`config.mk`:
```
export PLATFORM = sky130hd
export DESIGN_NAME = ethernet_protocol_filter_top_flat
export DESIGN_NICKNAME = d
export VERILOG_FILES = /design/src/hdl/epf_pkg.sv /design/src/hdl/epf_if.sv /design/src/hdl/epf_parser.sv /design/src/hdl/epf_classify.sv /design/src/hdl/ethernet_protocol_filter_top.sv /design/src/flat_wrapper.sv
export SDC_FILE = /design/constraint.sdc
export NUM_CORES = 1
export LEC_CHECK = 0
export CAP_MARGIN = 20
export CORE_ASPECT_RATIO = 1.2
export CORE_MARGIN = 5
export CORE_UTILIZATION = 50
export CTS_CLUSTER_DIAMETER = 200
export DETAILED_ROUTE_END_ITERATION = 10
export DONT_BUFFER_PORTS = 1
export PLACE_DENSITY = 0.68
export SLEW_MARGIN = 20
export SYNTH_ARGS = -nofsm -noshare
export SYNTH_HDL_FRONTEND = slang
export SYNTH_HIERARCHICAL = 1
export SYNTH_SLANG_ARGS = --single-unit
```
`constraint.sdc`:
```
create_clock -name clk -period 5.15 [get_ports clk]
set_input_delay 1.03 -clock clk [delete_from_list [all_inputs] [get_ports clk]]
set_output_delay 1.03 -clock clk [all_outputs]
set_load 0.01 [all_outputs]
```
`src/hdl/epf_pkg.sv`:
```
`timescale 1ns / 1ps
`default_nettype none
// ----------------------------------------------------------------------------
// Ethernet protocol filter package
// Shared types, protocol constants, filter mode codes and the layer-4
// offset function used by the parser and the classifier.
// ----------------------------------------------------------------------------
package epf_pkg;

    localparam logic [15:0] TYPE_IPV4 = 16'h0800;
    localparam logic [15:0] TYPE_ARP  = 16'h0806;
    localparam logic [15:0] TYPE_IPV6 = 16'h86DD;

    localparam logic [7:0] PROTO_TCP = 8'd6;
    localparam logic [7:0] PROTO_UDP = 8'd17;

    localparam logic [15:0] PORT_HTTP  = 16'd80;
    localparam logic [15:0] PORT_HTTPS = 16'd443;
    localparam logic [15:0] PORT_DNS   = 16'd53;

    localparam logic [6:0] ETH_LEN   = 7'd14;
    localparam logic [6:0] IPV6_L4   = 7'd54;
    localparam logic [6:0] POS_MAX   = 7'd127;
    localparam logic [6:0] POS_TYPE_HI = 7'd12;
    localparam logic [6:0] POS_TYPE_LO = 7'd13;
    localparam logic [6:0] POS_IHL     = 7'd14;
    localparam logic [6:0] POS_PROTO_V4 = 7'd23;
    localparam logic [6:0] POS_NEXT_V6  = 7'd20;

    localparam logic [2:0] MODE_HTTP  = 3'd0;
    localparam logic [2:0] MODE_HTTPS = 3'd1;
    localparam logic [2:0] MODE_DNS   = 3'd2;
    localparam logic [2:0] MODE_ARP   = 3'd3;
    localparam logic [2:0] MODE_TCP   = 3'd4;
    localparam logic [2:0] MODE_UDP   = 3'd5;
    localparam logic [2:0] MODE_NONE  = 3'd6;

    typedef struct packed {
        logic [7:0]  frame_len;
        logic [15:0] frame_type;
        logic [3:0]  header_words;
        logic [7:0]  next_protocol;
        logic [15:0] source_port;
        logic [15:0] dest_port;
    } frame_fields_t;

    function automatic logic [6:0] l4_start(input logic [15:0] ftype,
                                            input logic [3:0] words);
        logic [6:0] offs;
        if (ftype == TYPE_IPV6)
        begin
            offs = IPV6_L4;
        end
        else
        begin
            offs = ETH_LEN + {1'b0, words, 2'b00};
        end
        return offs;
    endfunction

endpackage
`default_nettype wire

```
`src/hdl/epf_if.sv`:
```
`timescale 1ns / 1ps
`default_nettype none
// ----------------------------------------------------------------------------
// Ethernet protocol filter channel interfaces
// Valid/ready channels for frame bytes, filter results and mode writes.
// ----------------------------------------------------------------------------
interface epf_byte_if;
    logic       valid;
    logic       ready;
    logic [7:0] data_byte;
    logic       last_byte;

    modport source (output valid, output data_byte, output last_byte, input ready);
    modport sink (input valid, input data_byte, input last_byte, output ready);
endinterface

interface epf_result_if;
    logic valid;
    logic ready;
    logic accept;
    logic truncated;

    modport source (output valid, output accept, output truncated, input ready);
    modport sink (input valid, input accept, input truncated, output ready);
endinterface

interface epf_cfg_if;
    logic       valid;
    logic       ready;
    logic [2:0] filter_mode;

    modport source (output valid, output filter_mode, input ready);
    modport sink (input valid, input filter_mode, output ready);
endinterface
`default_nettype wire

```
`src/hdl/epf_parser.sv`:
```
`timescale 1ns / 1ps
`default_nettype none
// ----------------------------------------------------------------------------
// Ethernet protocol filter parser
// Tracks the byte position and captures the EtherType, IHL, protocol and
// layer-4 ports. Presents the fields as they stand after the current item.
// ----------------------------------------------------------------------------
module epf_parser (
    input  wire logic                  clk,
    input  wire logic                  rst_n,
    input  wire logic                  fire,
    input  wire logic [7:0]            data_byte,
    input  wire logic                  last_byte,
    output epf_pkg::frame_fields_t     fields
);

    logic [6:0]  pos_reg, pos_next;
    logic [15:0] ftype_reg, ftype_next;
    logic [3:0]  words_reg, words_next;
    logic [7:0]  proto_reg, proto_next;
    logic [15:0] sport_reg, sport_next;
    logic [15:0] dport_reg, dport_next;
    logic [6:0]  l4;
    logic [6:0]  rel;
    logic        is_ip;
    logic        cap_on;

    always_comb
    begin
        cap_on     = pos_reg != epf_pkg::POS_MAX;
        ftype_next = ftype_reg;
        words_next = words_reg;
        proto_next = proto_reg;
        sport_next = sport_reg;
        dport_next = dport_reg;
        if (cap_on && pos_reg == epf_pkg::POS_TYPE_HI)
        begin
            ftype_next[15:8] = data_byte;
        end
        if (cap_on && pos_reg == epf_pkg::POS_TYPE_LO)
        begin
            ftype_next[7:0] = data_byte;
        end
        if (cap_on && pos_reg == epf_pkg::POS_IHL)
        begin
            words_next = data_byte[3:0];
        end
        if (cap_on && ((ftype_next == epf_pkg::TYPE_IPV4 && pos_reg == epf_pkg::POS_PROTO_V4) ||
                       (ftype_next == epf_pkg::TYPE_IPV6 && pos_reg == epf_pkg::POS_NEXT_V6)))
        begin
            proto_next = data_byte;
        end
        is_ip = ftype_next == epf_pkg::TYPE_IPV4 || ftype_next == epf_pkg::TYPE_IPV6;
        l4    = epf_pkg::l4_start(ftype_next, words_next);
        rel   = pos_reg - l4;
        if (cap_on && is_ip && pos_reg >= epf_pkg::ETH_LEN && pos_reg >= l4 && rel < 7'd4)
        begin
            case (rel[1:0])
                2'd0:    sport_next[15:8] = data_byte;
                2'd1:    sport_next[7:0]  = data_byte;
                2'd2:    dport_next[15:8] = data_byte;
                default: dport_next[7:0]  = data_byte;
            endcase
        end
        if (last_byte)
        begin
            pos_next = '0;
        end
        else if (cap_on)
        begin
            pos_next = pos_reg + 7'd1;
        end
        else
        begin
            pos_next = pos_reg;
        end
    end

    always_ff @(posedge clk or negedge rst_n)
    begin
        if (!rst_n)
        begin
            pos_reg   <= '0;
            ftype_reg <= '0;
            words_reg <= '0;
            proto_reg <= '0;
            sport_reg <= '0;
            dport_reg <= '0;
        end
        else if (fire)
        begin
            pos_reg <= pos_next;
            if (last_byte)
            begin
                ftype_reg <= '0;
                words_reg <= '0;
                proto_reg <= '0;
                sport_reg <= '0;
                dport_reg <= '0;
            end
            else
            begin
                ftype_reg <= ftype_next;
                words_reg <= words_next;
                proto_reg <= proto_next;
                sport_reg <= sport_next;
                dport_reg <= dport_next;
            end
        end
    end

    assign fields.frame_len     = {1'b0, pos_reg} + 8'd1;
    assign fields.frame_type    = ftype_next;
    assign fields.header_words  = words_next;
    assign fields.next_protocol = proto_next;
    assign fields.source_port   = sport_next;
    assign fields.dest_port     = dport_next;

    a_clear_after_last: assert property (@(posedge clk) disable iff (!rst_n)
        fire && last_byte |=> pos_reg == '0 && ftype_reg == '0 && words_reg == '0)
        else $error("frame state not cleared after the last item");

    a_pos_step: assert property (@(posedge clk) disable iff (!rst_n)
        fire && !last_byte && pos_reg != epf_pkg::POS_MAX |=> pos_reg == $past(pos_reg) + 7'd1)
        else $error("byte position did not advance");

endmodule
`default_nettype wire

```
`src/hdl/epf_classify.sv`:
```
`timescale 1ns / 1ps
`default_nettype none
// ----------------------------------------------------------------------------
// Ethernet protocol filter classifier
// Applies the filter mode to the captured fields at the last byte of a
// frame and holds the result in the output register until it is taken.
// ----------------------------------------------------------------------------
module epf_classify (
    input  wire logic                  clk,
    input  wire logic                  rst_n,
    input  wire logic                  decide,
    input  wire logic [2:0]            mode,
    input  wire epf_pkg::frame_fields_t fields,
    input  wire logic                  out_ready,
    output logic                       out_valid,
    output logic                       out_accept,
    output logic                       out_truncated
);

    logic        valid_reg, valid_next;
    logic        accept_reg;
    logic        trunc_reg;
    logic        acc;
    logic        trunc;
    logic        is_ip;
    logic [7:0]  proto_pos;
    logic [7:0]  l4_end;
    logic [7:0]  want;
    logic [15:0] port;
    logic        port_hit;

    always_comb
    begin
        is_ip = fields.frame_type == epf_pkg::TYPE_IPV4 ||
                fields.frame_type == epf_pkg::TYPE_IPV6;
        proto_pos = (fields.frame_type == epf_pkg::TYPE_IPV4) ?
                    {1'b0, epf_pkg::POS_PROTO_V4} : {1'b0, epf_pkg::POS_NEXT_V6};
        l4_end = {1'b0, epf_pkg::l4_start(fields.frame_type, fields.header_words)} + 8'd4;
        want = (mode == epf_pkg::MODE_DNS) ? epf_pkg::PROTO_UDP : epf_pkg::PROTO_TCP;
        case (mode)
            epf_pkg::MODE_HTTP:  port = epf_pkg::PORT_HTTP;
            epf_pkg::MODE_HTTPS: port = epf_pkg::PORT_HTTPS;
            default:             port = epf_pkg::PORT_DNS;
        endcase
        port_hit = fields.source_port == port || fields.dest_port == port;
        acc   = 1'b0;
        trunc = 1'b0;
        case (mode)
            epf_pkg::MODE_NONE:
            begin
                acc = 1'b1;
            end
            epf_pkg::MODE_ARP:
            begin
                if (fields.frame_len < {1'b0, epf_pkg::ETH_LEN})
                begin
                    trunc = 1'b1;
                end
                else
                begin
                    acc = fields.frame_type == epf_pkg::TYPE_ARP;
                end
            end
            epf_pkg::MODE_TCP, epf_pkg::MODE_UDP, epf_pkg::MODE_HTTP,
            epf_pkg::MODE_HTTPS, epf_pkg::MODE_DNS:
            begin
                if (fields.frame_len < {1'b0, epf_pkg::ETH_LEN})
                begin
                    trunc = 1'b1;
                end
                else if (!is_ip)
                begin
                    acc = 1'b0;
                end
                else if (fields.frame_len <= proto_pos)
                begin
                    trunc = 1'b1;
                end
                else if (mode == epf_pkg::MODE_TCP)
                begin
                    acc = fields.next_protocol == epf_pkg::PROTO_TCP;
                end
                else if (mode == epf_pkg::MODE_UDP)
                begin
                    acc = fields.next_protocol == epf_pkg::PROTO_UDP;
                end
                else if (fields.next_protocol != want)
                begin
                    acc = 1'b0;
                end
                else if (fields.frame_len < l4_end)
                begin
                    trunc = 1'b1;
                end
                else
                begin
                    acc = port_hit;
                end
            end
            default:
            begin
                acc = 1'b0;
            end
        endcase
        valid_next = decide | (valid_reg & ~out_ready);
    end

    always_ff @(posedge clk or negedge rst_n)
    begin
        if (!rst_n)
        begin
            valid_reg <= 1'b0;
        end
        else
        begin
            valid_reg <= valid_next;
        end
    end

    always_ff @(posedge clk)
    begin
        if (decide)
        begin
            accept_reg <= acc;
            trunc_reg  <= trunc;
        end
    end

    assign out_valid     = valid_reg;
    assign out_accept    = accept_reg;
    assign out_truncated = trunc_reg;

    a_trunc_rejects: assert property (@(posedge clk) disable iff (!rst_n)
        valid_reg && trunc_reg |-> !accept_reg)
        else $error("truncated frame marked as accepted");

    a_no_overwrite: assert property (@(posedge clk) disable iff (!rst_n)
        !(decide && valid_reg && !out_ready))
        else $error("result overwritten before it was taken");

    a_open_mode: assert property (@(posedge clk) disable iff (!rst_n)
        decide && mode == epf_pkg::MODE_NONE |=> valid_reg && accept_reg && !trunc_reg)
        else $error("open filter mode rejected a frame");

endmodule
`default_nettype wire

```
`src/hdl/ethernet_protocol_filter_top.sv`:
```
`timescale 1ns / 1ps
`default_nettype none
// ----------------------------------------------------------------------------
// Ethernet protocol filter
// Classifies an Ethernet frame by EtherType, IP protocol and TCP/UDP port
// as it streams in, and reports one filter result per frame.
//
//   Channel     Dir   Payload                     Moves
//   frame_in    in    data_byte[7:0], last_byte   one frame byte per item
//   result_out  out   accept, truncated           one item per frame
//   cfg         in    filter_mode[2:0]            mode register write
//
// One byte is accepted every cycle unless a last byte is held back. The result
// of a frame appears in the output register in the cycle after its last byte
// is accepted. A last byte waits only while a previous result sits unclaimed
// in the output register; other bytes are never held back.
// Reset clears the frame state and sets the mode to no filter.
// ----------------------------------------------------------------------------
module ethernet_protocol_filter_top (
    input  wire logic   clk,
    input  wire logic   rst_n,
    epf_byte_if.sink    frame_in,
    epf_result_if.source result_out,
    epf_cfg_if.sink     cfg
);

    logic                   fire;
    logic                   decide;
    logic [2:0]             mode_reg;
    epf_pkg::frame_fields_t fields;

    assign frame_in.ready = !frame_in.last_byte || !result_out.valid || result_out.ready;
    assign fire   = frame_in.valid && frame_in.ready;
    assign decide = fire && frame_in.last_byte;
    assign cfg.ready = 1'b1;

    always_ff @(posedge clk or negedge rst_n)
    begin
        if (!rst_n)
        begin
            mode_reg <= epf_pkg::MODE_NONE;
        end
        else if (cfg.valid)
        begin
            mode_reg <= cfg.filter_mode;
        end
    end

    epf_parser u_parser (
        .clk       (clk),
        .rst_n     (rst_n),
        .fire      (fire),
        .data_byte (frame_in.data_byte),
        .last_byte (frame_in.last_byte),
        .fields    (fields)
    );

    epf_classify u_classify (
        .clk           (clk),
        .rst_n         (rst_n),
        .decide        (decide),
        .mode          (mode_reg),
        .fields        (fields),
        .out_ready     (result_out.ready),
        .out_valid     (result_out.valid),
        .out_accept    (result_out.accept),
        .out_truncated (result_out.truncated)
    );

endmodule
`default_nettype wire
```
`src/flat_wrapper.sv`:
```
// flat-port wrapper written by rule: the top's interface ports become plain ports
module ethernet_protocol_filter_top_flat 
  (clk, rst_n, frame_in_valid, frame_in_data_byte, frame_in_last_byte, frame_in_ready, result_out_valid, result_out_accept, result_out_truncated, result_out_ready, cfg_valid, cfg_filter_mode, cfg_ready);
  epf_byte_if frame_in_i ();
  epf_result_if result_out_i ();
  epf_cfg_if cfg_i ();
  input  wire logic clk;
  input  wire logic rst_n;
  input wire logic [$bits(frame_in_i.valid)-1:0] frame_in_valid;
  input wire logic [$bits(frame_in_i.data_byte)-1:0] frame_in_data_byte;
  input wire logic [$bits(frame_in_i.last_byte)-1:0] frame_in_last_byte;
  output wire logic [$bits(frame_in_i.ready)-1:0] frame_in_ready;
  output wire logic [$bits(result_out_i.valid)-1:0] result_out_valid;
  output wire logic [$bits(result_out_i.accept)-1:0] result_out_accept;
  output wire logic [$bits(result_out_i.truncated)-1:0] result_out_truncated;
  input wire logic [$bits(result_out_i.ready)-1:0] result_out_ready;
  input wire logic [$bits(cfg_i.valid)-1:0] cfg_valid;
  input wire logic [$bits(cfg_i.filter_mode)-1:0] cfg_filter_mode;
  output wire logic [$bits(cfg_i.ready)-1:0] cfg_ready;
  assign frame_in_i.valid = frame_in_valid;
  assign frame_in_i.data_byte = frame_in_data_byte;
  assign frame_in_i.last_byte = frame_in_last_byte;
  assign frame_in_ready = frame_in_i.ready;
  assign result_out_valid = result_out_i.valid;
  assign result_out_accept = result_out_i.accept;
  assign result_out_truncated = result_out_i.truncated;
  assign result_out_i.ready = result_out_ready;
  assign cfg_i.valid = cfg_valid;
  assign cfg_i.filter_mode = cfg_filter_mode;
  assign cfg_ready = cfg_i.ready;
  ethernet_protocol_filter_top u_core (.clk(clk), .rst_n(rst_n), .frame_in(frame_in_i), .result_out(result_out_i), .cfg(cfg_i));
endmodule
```
Word level (Yosys, flattened, before mapping)
Index checks and enable logic that the tools add are counted.
{"block": "word_totals", "elab_cells": 110, "regBits": 73, "input_bits": 17, "output_inout_bits": 5}
{"block": "op_classes", "bitwise_logic": 3, "n_addsub": 5, "n_mux": 39, "n_eq_ne": 22, "magnitude_cmp": 6, "reduce_logical": 25}
{"operator": "16-bit 2-to-1 mux", "count": 5}
{"operator": "8-bit 2-to-1 mux", "count": 8}
{"operator": "16-bit by 12-bit equality test with 1-bit output, second input constant", "count": 2}
{"operator": "16-bit equality test", "count": 2}
{"operator": "7-bit by 4-bit equality test with 1-bit output, second input constant", "count": 3}
{"operator": "7-bit 2-to-1 mux", "count": 3}
{"operator": "9-bit one-hot mux with 2 select lines", "count": 1}
{"operator": "16-bit equality test, second input constant", "count": 1}
{"operator": "1-bit 2-to-1 mux", "count": 16}
{"operator": "7-bit by 5-bit equality test with 1-bit output, second input constant", "count": 2}
{"operator": "1-bit logical AND", "count": 12}
{"operator": "3-bit equality test, second input constant", "count": 3}
{"operator": "7-bit by 1-bit adder with 8-bit output, second input constant", "count": 1}
{"operator": "7-bit by 3-bit adder with 8-bit output, second input constant", "count": 1}
{"operator": "8-bit by 3-bit equality test with 1-bit output, second input constant", "count": 1}
{"operator": "8-bit by 5-bit equality test with 1-bit output, second input constant", "count": 1}
{"operator": "8-bit by 5-bit less-or-equal comparator with 1-bit output", "count": 1}
{"operator": "8-bit by 4-bit less-than comparator with 1-bit output, second input constant", "count": 1}
{"operator": "8-bit less-than comparator", "count": 1}
{"operator": "4-bit 2-to-1 mux", "count": 2}
{"operator": "8-bit by 5-bit inequality test with 1-bit output", "count": 1}
{"operator": "4-bit by 6-bit adder with 7-bit output, first input constant", "count": 1}
{"operator": "7-bit by 1-bit adder with 7-bit output, second input constant", "count": 1}
{"operator": "7-bit by 4-bit greater-or-equal comparator with 1-bit output, second input constant", "count": 1}
{"operator": "other kinds (23)", "count": 29}

Logic depth before layout (Yosys ltp)
Gate-level depths: netlist of the first run.
{"block": "depth", "ltp_word": 20, "mapped_depth": 25, "ltp_nobuf": 23}

By module
The synthesis of the first run kept the hierarchy.
{"mod": "epf_parser", "instances": 1, "area_each_um2": 4321.6, "cells_per_inst": 510, "seq_area_each_um2": 1676.6}
{"mod": "epf_classify", "instances": 1, "area_each_um2": 985.9, "cells_per_inst": 133, "seq_area_each_um2": 85.1}
{"mod": "ethernet_protocol_filter_top", "instances": 1, "area_each_um2": 148.9, "cells_per_inst": 13, "seq_area_each_um2": 77.6}

Worst setup path before layout of the first run
No wires, ideal clock.
{"block": "synth_path", "path_kind": "input -> register", "from": "input frame_in_data_byte[1]", "to": "register u_core.u_classify.accept_reg, in the netlist u_core/u_classify/out_accept, data pin", "path_stages": 20, "slack_ps": -130, "path_buffers": 1, "required_time_ps": 5019, "arrival_time_ps": 5149, "setup_time_ps": 131, "path_cell_list": "clkbuf_1 nor2_1 and3_1 o22ai_1 nor2_1 or4_1 ha_1 o21ai_0 a22oi_1 o2111ai_1 a211oi_1 nand4_1 nand2_1 nand2_1 or4_1 mux2i_1 nand4_1 a21o_1 a2111oi_4 a31o_1"}
{"element": "start, declared", "line": "flat_wrapper.sv:10", "rtl": "input wire logic [$bits(frame_in_i.data_byte)-1:0] frame_in_data_byte;"}
{"element": "end signal, assigned", "line": "epf_classify.sv:124", "rtl": "accept_reg <= acc;"}
{"element": "end, declared", "line": "epf_classify.sv:21", "rtl": "logic accept_reg;"}

==> results of run 1 <==
[worst max-delay path: stages (launching register included)]
cell and delay [ps]:
dfrtp_2 460, ha_4 180, and3_4 160, buf_4 130, a211oi_1 380, o22ai_2 160, nor2_4 170, nor2_1 90
ha_1 290, a211oi_1 350, nor2_1 110, o2111ai_2 300, buf_4 170, a211oi_1 40, buf_4 170, and4_4 230
nand2_1 80, nand2_1 70, or4_4 530, mux2i_1 140, nand4_1 110, a21o_1 200, a2111oi_4 350, a31o_1 170
[kinds of logic after synthesis]
logic type	share of synthesized area
flops	0.337
xor+xnor	0.0193
simple gates	0.254
fa+ha+maj	0.0518
compound gates	0.216
other cells	0.00138
mux	0.0392
buf+inv	0.0809
[placed cells by master (no fill, tap or decap), types with 4 or more instances in the layout]
cell type and count:
nor4_1 7, a211oi_1 4, dfrtp_1 68, nor2b_1 7, o221ai_1 11, nand3b_1 12, clkbuf_16 9, nor3_1 8
mux2i_1 4, mux2_4 5, nand4_1 16, inv_1 46, buf_4 44, a21oi_1 21, o21ai_0 44, and2_1 4
nor2_1 15, ha_1 16, ha_4 4, o22ai_1 5, xor2_1 6, o21ai_1 4, nand3_1 12, a21o_1 7
mux2_1 4, a22o_1 30, o21ai_4 4, xnor2_1 6, nand2_1 151, and3_1 5
[worst paths after layout]
path	to	depth (start not counted)	slack, ps
worst max-delay path	u_core/u_classify/out_accept$_DFFE_PP_	23	-40
worst min-delay path	u_core/u_parser/dport_reg[13]$_DFFE_PN0P_	0	380
worst max register to register	u_core/u_classify/out_accept$_DFFE_PP_	23	-40
worst min register to register	u_core/u_parser/dport_reg[8]$_DFFE_PN0P_	1	510
max in group asynchronous	u_core/mode_reg[2]$_DFFE_PN1P_	0	4580
min in group clk	u_core/u_parser/dport_reg[8]$_DFFE_PN0P_	1	510
[report_power, final]
group	total, µW	internal (µW)	leakage, µW	switching (µW)
logic	228	112	0.00159	116
registers	644	608	0.000988	35.7
clock network	687	439	0.000153	248
total	1560	1160	0.00274	399
[stage by stage]
| step | setup WS, ps | utilization | instances |
|---|---|---|---|
| floorplan | 46.2 | - | 656 |
| finish | -42.3 | 0.582 | 800 |
| CTS | 26.2 | 0.566 | 791 |
| detailed placement | -171 | 0.532 | 773 |
| global route | -242 | 0.582 | 800 |
| global placement | 3.29 | 0.532 | 773 |
[layout make-up]
type / instances / area share
Timing Repair Buffer: 46 / 0.0585
Clock buffer: 12 / 0.0399
Inverter: 49 / 0.0302
Clock inverter: 4 / 0.0124
Tap cell: 129 / 0.0261
Sequential cell: 73 / 0.298
Multi-Input combinational cell: 487 / 0.535
[metal layers]
metal	wire length, µm	track usage	vias to the layer above
li1	-	-	2335
met1	6010	0.281	2426
met2	7400	0.389	159
met3	906	0.0420	39
met4	663	0.127	0
met5	0	0	-
[repair_timing]
| action | CTS | global route |
|---|---|---|
| gates resized for setup | 5 | 23 |
| setup buffers | 2 | 9 |
| hold buffers | 0 | 0 |
| pin swaps | 1 | 19 |
| endpoints found under the setup margin | 1 | 1 |
==> results.py, run 1 <==
metrics = {
    "status": {
        "status": "finished, violations left",
        "failed_checks": "negative setup slack",
    },
    "cts": {
        "htreeDepth": 3,
        "cts_inserted_buffers": 9,
        "cts.path.max_buffers": 2,
        "clk_latency_ps": 340,
        "path_clk_slew_ps": 60,
        "cts_tree": "done",
        "clock_sinks": 73,
        "root_buffer": "clkbuf_16",
    },
    "final_layout": {
        "nNetsFinal": 705,
        "insertedDiodeCount": 0,
        "finalInstanceArea_um2": 6180,
        "seqCellArea_um2": 1840,
        "multiInputGateArea_um2": 3300,
        "final_layout_size_suffix_gt1_frac": 0.176,
        "syn2layout_area_growth_pct": 13.2,
        "nFillCells": 938,
    },
    "synthesis": {
        "synth.most_common_cell": "nand2_1",
        "synth_edf_count": 2,
        "ys_seq_area_frac": 0.337,
        "ys_warn_count": 6,
        "ys_ff_latch": 73,
        "ys_dominant_reg_cell": "dfrtp_1",
        "async_flop_share": 0.973,
        "synth_nets": 695,
        "netlist_area_um2": 5460,
        "synthTopCellsByCount": "152 x nand2_1, 69 x dfrtp_1, 48 x inv_1, 45 x o21ai_0, 30 x a22o_1",
        "postSynthAreaPerCell_um2": 8.32,
        "synth.area.top_cells": "dfrtp_1 32%, nand2_1 10%, a22o_1 4.8%, ha_1 4.8%, o21ai_0 4.1%",
        "synth_top_cell_by_area": "dfrtp_1",
        "netlist_instances": 656,
        "synth_cell_types": 75,
        "synth_top_area_frac": 0.316,
    },
    "floorplanning": {
        "core_area_um2": 10600,
        "die_x_um": 105,
        "rows": 41,
        "start_util": 0.514,
        "dieArea_um2": 13100,
        "die_y_um": 124,
        "io_pins": 22,
    },
    "routing": {
        "final_antenna_net_count": 0,
        "vias": 4959,
        "totalWireLength_um": 15000,
        "via_per_inst": 6.20,
        "dr.pass1.iters": 7,
        "drt_iter0_drc": 318,
        "wire_per_inst_um": 18.7,
        "remaining_drc_errors": 0,
    },
    "timing": {
        "worstMarginPinSlew_ps": 921,
        "timing.final.crit_share": 1.01,
        "slew_headroom": 0.386,
        "fin_skew_ps": 6.99,
        "rsz0062_at_grt": "yes",
        "hold_viol_final": 0,
        "fmax_mhz": 193,
        "setup_ws_ps": -42.3,
        "finalSetupViolCount": 1,
        "tns_ps": -42.3,
        "period_needed_ps": 5190,
        "slew_viol_final": 0,
        "hold_slack_ps": 379,
    },
    "critical_path": {
        "rr_startpoint": "u_core/u_parser/pos_reg[0]$_DFFE_PN0P_",
        "critical_path_class": "reg2reg",
        "cp.arrival_ps": 5400,
        "startpoint_type": "flip-flop",
        "critPathRequiredTime_ps": 5360,
        "cp-startpoint": "u_core/u_parser/pos_reg[0]$_DFFE_PN0P_",
        "endpoint_kind": "flip-flop",
        "cp_max_fo": 10,
    },
    "power_and_ir_drop": {
        "p_leak_uw": 0.00274,
        "peakVddDrop_v": 0.000124,
        "fin_total_pwr_uw": 1560,
        "power.density_nw_per_um2": 252,
    },
    "global_routing": {
        "grt_max_degree": 72,
        "grt_pass1_vias": 4897,
        "grt-ovfl-total": 0,
        "grt_pass1_wl_um": 24600,
        "grtUsageTotal": 0.232,
        "antenna_found_initial": 0,
    },
    "placement": {
        "dpl.hpwl_um": 10200,
        "io_buffers": 0,
        "globalplace.congestion": 0.911,
        "place_area_um2": 5650,
    },
    "job": {
        "cap_violations": 0,
    },
    "hold_path": {
        "min_path_type": "in2async",
    },
}
No activity file was read; power rests on OpenSTA's default activity.
==> run 2, diff against run 1 <==
--- a/config.mk
+++ b/config.mk
@@ -13,7 +13,7 @@
 export DETAILED_ROUTE_END_ITERATION = 10
 export DONT_BUFFER_PORTS = 1
 export PLACE_DENSITY = 0.68
-export SLEW_MARGIN = 20
+export SKIP_CTS_REPAIR_TIMING = 1
 export SYNTH_ARGS = -nofsm -noshare
 export SYNTH_HDL_FRONTEND = slang
 export SYNTH_HIERARCHICAL = 1
==> results.py, run 2 (same netlist as run 1, synthesis figures left out) <==
metrics = {
    "power_and_ir_drop": {
        "power.density_nw_per_um2": 252,
        "seqPwrFrac": 0.413,
        "p_leak_uw": 0.00274,
        "switching_share": 0.256,
        "comb_power_share": 0.148,
        "p_clk_frac": 0.439,
        "intPower_uw": 1160,
        "switchingPower_uw": 400,
        "peakVddDrop_v": 0.000124,
    },
    "routing": {
        "final_antenna_net_count": 0,
        "dr.pass1.iters": 5,
        "via_per_inst": 6.22,
        "wire_per_inst_um": 18.8,
        "drt_iter0_drc": 299,
        "vias": 4985,
        "remaining_drc_errors": 0,
        "totalWireLength_um": 15100,
    },
    "final_layout": {
        "nNetsFinal": 706,
        "layout_commonest_cell": "nand2_1",
        "insertedDiodeCount": 0,
        "final_cells": 801,
        "final_cell_mix": "146 x nand2_1, 68 x dfrtp_1, 46 x inv_1",
        "final_layout_size_suffix_gt1_frac": 0.186,
        "seqCellArea_um2": 1840,
        "multiInputGateArea_um2": 3320,
        "post-route-util": 0.584,
        "nFillCells": 936,
        "syn2layout_area_growth_pct": 13.7,
    },
    "timing": {
        "fin_skew_ps": 6.96,
        "rsz0062_at_grt": "yes",
        "period_needed_ps": 5240,
        "fmax_mhz": 191,
        "slew_viol_final": 0,
        "finalSetupViolCount": 1,
        "slew_headroom": 0.383,
        "worstMarginPinSlew_ps": 925,
        "setup_ws_ps": -89.2,
        "hold_viol_final": 0,
        "timing.final.crit_share": 1.02,
    },
    "critical_path": {
        "reg2reg_depth": 23,
        "r2r_slack_ps": -90,
        "critical_path_class": "reg2reg",
        "cp-startpoint": "u_core/u_parser/pos_reg[1]$_DFFE_PN0P_",
        "endpoint_kind": "flip-flop",
        "rr_startpoint": "u_core/u_parser/pos_reg[1]$_DFFE_PN0P_",
        "reg2reg_to": "u_core/u_classify/out_accept$_DFFE_PP_",
        "cp_max_fo": 5,
        "critPathRequiredTime_ps": 5360,
        "cp-endpoint": "u_core/u_classify/out_accept$_DFFE_PP_",
        "cp.arrival_ps": 5450,
        "startpoint_type": "flip-flop",
    },
    "floorplanning": {
        "die_y_um": 124,
        "die_x_um": 105,
        "rows": 41,
        "core_area_um2": 10600,
        "dieArea_um2": 13100,
        "io_pins": 22,
        "start_util": 0.514,
    },
    "global_routing": {
        "grt_pass1_wl_um": 24500,
        "grt-ovfl-total": 0,
        "antenna_found_initial": 0,
        "grt_max_degree": 72,
        "grtUsageTotal": 0.232,
        "grt_pass1_vias": 4868,
    },
    "placement": {
        "io_buffers": 0,
        "post-place-cells": 773,
        "dpl.hpwl_um": 10200,
        "globalplace.congestion": 0.911,
    },
    "status": {
        "status": "finished, violations left",
        "failed_checks": "negative setup slack",
    },
    "cts": {
        "cts_tree": "done",
        "path_clk_slew_ps": 60,
        "cts_inserted_buffers": 9,
        "clock_sinks": 73,
        "cts.path.max_buffers": 2,
        "root_buffer": "clkbuf_16",
        "clk_latency_ps": 340,
        "htreeDepth": 3,
    },
    "hold_path": {
        "min_path_type": "in2async",
    },
    "job": {
        "cap_violations": 0,
    },
}
==> run 2: critical path, stage by stage (launching register included) <==
cell and delay (ps):
dfrtp_1 420, inv_2 130, ha_4 140, and3_4 180
and2_4 140, mux2_4 320, nand2_4 80, nor2_4 40
or4_4 550, ha_4 290, o21ai_2 50, a22oi_2 160
o2111ai_2 200, a211oi_2 290, nand4_1 240, buf_4 230
nand2_2 70, nand2_2 60, or4_4 520, mux2i_1 140
nand4_1 110, a21o_1 210, a2111oi_4 350, a31o_1 180
==> run 2: layer usage <==
| layer | vias to the layer above | global-route usage | part of all wire |
|---|---|---|---|
| met5 | - | 0 | 0 |
| met4 | 0 | 0.125 | 0.044 |
| li1 | 2341 | - | - |
| met1 | 2458 | 0.280 | 0.41 |
| met2 | 150 | 0.388 | 0.50 |
| met3 | 36 | 0.0420 | 0.054 |
==> run 2: worst min path at each step <==
stage                                             start                                         to  slack (ps)  depth (start not counted)
3_3_place_gp   u_core/u_parser/dport_reg[8]$_DFFE_PN0P_   u_core/u_parser/dport_reg[8]$_DFFE_PN0P_         490                          1
3_5_place_dp   u_core/u_parser/dport_reg[0]$_DFFE_PN0P_   u_core/u_parser/dport_reg[0]$_DFFE_PN0P_         490                          1
2_1_floorplan  u_core/u_parser/dport_reg[0]$_DFFE_PN0P_   u_core/u_parser/dport_reg[0]$_DFFE_PN0P_         470                          1
5_1_grt                                           rst_n  u_core/u_parser/sport_reg[14]$_DFFE_PN0P_         370                          0
4_1_cts                                           rst_n  u_core/u_parser/dport_reg[13]$_DFFE_PN0P_         370                          0
6_report                                          rst_n  u_core/u_parser/dport_reg[13]$_DFFE_PN0P_         380                          0
==> run 2: cell type report <==
type	instances	share of cell area
clock buffer	12	0.0397
sequential	73	0.297
inverter	49	0.0301
clock inverter	4	0.0123
tap	129	0.0260
multi-input combinational	487	0.536
timing repair buffer	47	0.0595
==> run 2: power by group through the flow <==
stage | combinational [µW] | clock (µW) | sequential [µW]
global route | 254 | 729 | 649
CTS | 215 | 698 | 643
finish | 232 | 685 | 645
detailed placement | 214 | 0 | 653
floorplan | 175 | 0 | 639
global placement | 208 | 0 | 650
==> run 2: through the flow <==
stage	total power (µW)	setup TNS (ps)	hold WS, ps	worst slack (ps)	cell area [µm²]
detailed placement	868	-171	491	-171	5650
floorplan	814	0	473	46.2	5470
CTS	1560	-99.4	373	-99.4	5970
global route	1630	-326	367	-326	6200
finish	1560	-89.2	381	-89.2	6200
global placement	859	0	489	3.29	5650
==> run 3, diff against run 2 <==
==> constraint.sdc (replaced) <==
create_clock -name clk -period 4.27 [get_ports clk]
set_input_delay 0.854 -clock clk [delete_from_list [all_inputs] [get_ports clk]]
set_output_delay 0.854 -clock clk [all_outputs]
set_load 0.01 [all_outputs]
==> results.py, run 3 (same netlist as run 1, synthesis figures left out) <==
metrics = {
    "status": {
        "status": "finished, violations left",
        "failed_checks": "negative setup slack",
    },
    "final_layout": {
        "nFillCells": 874,
        "multiInputGateArea_um2": 3430,
        "layout_commonest_cell": "nand2_1",
        "final_cell_mix": "149 x nand2_1, 80 x buf_4, 66 x dfrtp_1",
        "seqCellArea_um2": 1840,
        "insertedDiodeCount": 0,
        "syn2layout_area_growth_pct": 20.5,
        "nNetsFinal": 741,
        "final_layout_size_suffix_gt1_frac": 0.244,
    },
    "floorplanning": {
        "start_util": 0.514,
        "io_pins": 22,
        "die_y_um": 124,
        "core_area_um2": 10600,
        "rows": 41,
        "dieArea_um2": 13100,
        "die_x_um": 105,
    },
    "routing": {
        "final_antenna_net_count": 0,
        "remaining_drc_errors": 0,
        "vias": 5015,
        "drt_iter0_drc": 331,
        "totalWireLength_um": 14900,
        "wire_per_inst_um": 17.9,
        "dr.pass1.iters": 4,
        "via_per_inst": 6.01,
    },
    "critical_path": {
        "cp.arrival_ps": 5190,
        "critPathRequiredTime_ps": 4470,
        "reg2reg_depth": 22,
        "rr_startpoint": "u_core/u_parser/pos_reg[1]$_DFFE_PN0P_",
        "endpoint_kind": "flip-flop",
        "reg2reg_to": "u_core/u_classify/out_accept$_DFFE_PP_",
        "cp_max_fo": 11,
        "crit_chain": "buf_4 > ha_1 > and4_4 > mux2i_4 > ha_1 > or4_4 > ha_4 > o21ai_1 > a22oi_2 > o2111ai_4 > a211oi_2 > buf_4 > and4_1 > buf_12 > nand2_1 > nand2_1 > nor3_1 > o31ai_1 > and3_1 > o221ai_4 > a2111oi_4 > a31o_1",
        "slowest_stage": "or4_4",
        "startpoint_type": "flip-flop",
        "r2r_slack_ps": -720,
        "critical_path_class": "reg2reg",
        "max_stage_delay_ps": 550,
    },
    "timing": {
        "worstMarginPinSlew_ps": 738,
        "timing.final.crit_share": 1.17,
        "slew_headroom": 0.506,
        "period_needed_ps": 4990,
        "setup_ws_ps": -721,
        "finalSetupViolCount": 1,
        "rsz0062_at_grt": "yes",
        "fmax_mhz": 200,
        "slew_viol_final": 0,
        "fin_skew_ps": 8.11,
        "hold_viol_final": 0,
    },
    "power_and_ir_drop": {
        "peakVddDrop_v": 0.000206,
        "power.density_nw_per_um2": 284,
        "p_leak_uw": 0.00294,
        "fin_total_pwr_uw": 1870,
    },
    "cts": {
        "cts.path.max_buffers": 2,
        "root_buffer": "clkbuf_16",
        "htreeDepth": 3,
        "clock_sinks": 73,
        "cts_inserted_buffers": 9,
        "clk_latency_ps": 330,
        "cts_tree": "done",
        "path_clk_slew_ps": 60,
    },
    "placement": {
        "dpl.hpwl_um": 10400,
        "dp_slack_ps": -777,
        "globalplace.congestion": 0.843,
        "io_buffers": 0,
    },
    "global_routing": {
        "antenna_found_initial": 0,
        "grt-ovfl-total": 0,
        "grt_pass1_vias": 4980,
        "grt_pass1_wl_um": 24400,
        "grtUsageTotal": 0.230,
        "grt_max_degree": 72,
    },
    "hold_path": {
        "min_path_type": "in2async",
    },
    "job": {
        "cap_violations": 0,
    },
}
-- run 3: cell types whose count changed in the layout (fill, tap and decap cells not counted), moves of 3 or more --
cell / previous run / this run
nand2_2: 5 / 1
o21ai_0: 43 / 39
nand2_1: 146 / 149
o21ai_1: 5 / 10
mux2i_4: 0 / 3
buf_4: 45 / 80
clkbuf_8: 1 / 4
-- run 3: worst max-delay path by stage --
stage	to	start	slack, ps	cells after the start
floorplan	u_core/u_classify/out_accept$_DFFE_PP_	u_core/u_parser/pos_reg[1]$_DFFE_PN0P_	-610	23
global placement	u_core/u_classify/out_accept$_DFFE_PP_	u_core/u_parser/pos_reg[6]$_DFFE_PN0P_	-690	22
detailed placement	u_core/u_classify/out_accept$_DFFE_PP_	u_core/u_parser/pos_reg[0]$_DFFE_PN0P_	-780	24
CTS	u_core/u_classify/out_accept$_DFFE_PP_	u_core/u_parser/pos_reg[0]$_DFFE_PN0P_	-840	24
global route	u_core/u_classify/out_accept$_DFFE_PP_	u_core/u_parser/pos_reg[1]$_DFFE_PN0P_	-920	22
finish	u_core/u_classify/out_accept$_DFFE_PP_	u_core/u_parser/pos_reg[1]$_DFFE_PN0P_	-720	22
-- run 3: per-layer routing --
layer,global-route usage,wire length (µm),part of all wire
met4,0.0896,270,0.018
met1,0.290,6430,0.43
met3,0.0425,697,0.047
met5,0,0,0
met2,0.386,7520,0.50
-- run 3: power by group --
group	switching (µW)	total (µW)	leakage [µW]	internal [µW]
Clock	283	796	0.000158	512
Sequential	44.4	779	0.000985	734
Combinational	145	291	0.00179	146
Total	473	1870	0.00294	1390
-- run 3: cell type report --
| type | instances | area share |
|---|---|---|
| multi-input combinational | 487 | 0.523 |
| sequential | 73 | 0.280 |
| timing repair buffer | 82 | 0.0961 |
| clock buffer | 13 | 0.0426 |
| inverter | 49 | 0.0284 |
| tap | 129 | 0.0246 |
| clock inverter | 2 | 0.00533 |
-- run 3: metrics by stage --
| stage | TNS [ps] | instance area (µm²) | hold slack (ps) | std cells | utilization |
|---|---|---|---|---|---|
| after floorplan | -614 | 5620 | 473 | 656 | - |
| after global placement | -686 | 6080 | 487 | 814 | 0.572 |
| after detailed placement | -780 | 6080 | 491 | 814 | 0.572 |
| after CTS | -872 | 6390 | 203 | 829 | 0.602 |
| after global routing | -937 | 6570 | 200 | 835 | 0.619 |
| final | -721 | 6570 | 216 | 835 | 0.619 |
-- run 3: critical path, delay by kind of cell, from the launching register on --
kind	cells	cell delay, ps
adders and majority gates	3	690
and+or+nand+nor	7	1480
AOI/OAI and AO/OA	8	1610
muxes	1	190
buffers and inverters	3	450
DFF	1	450
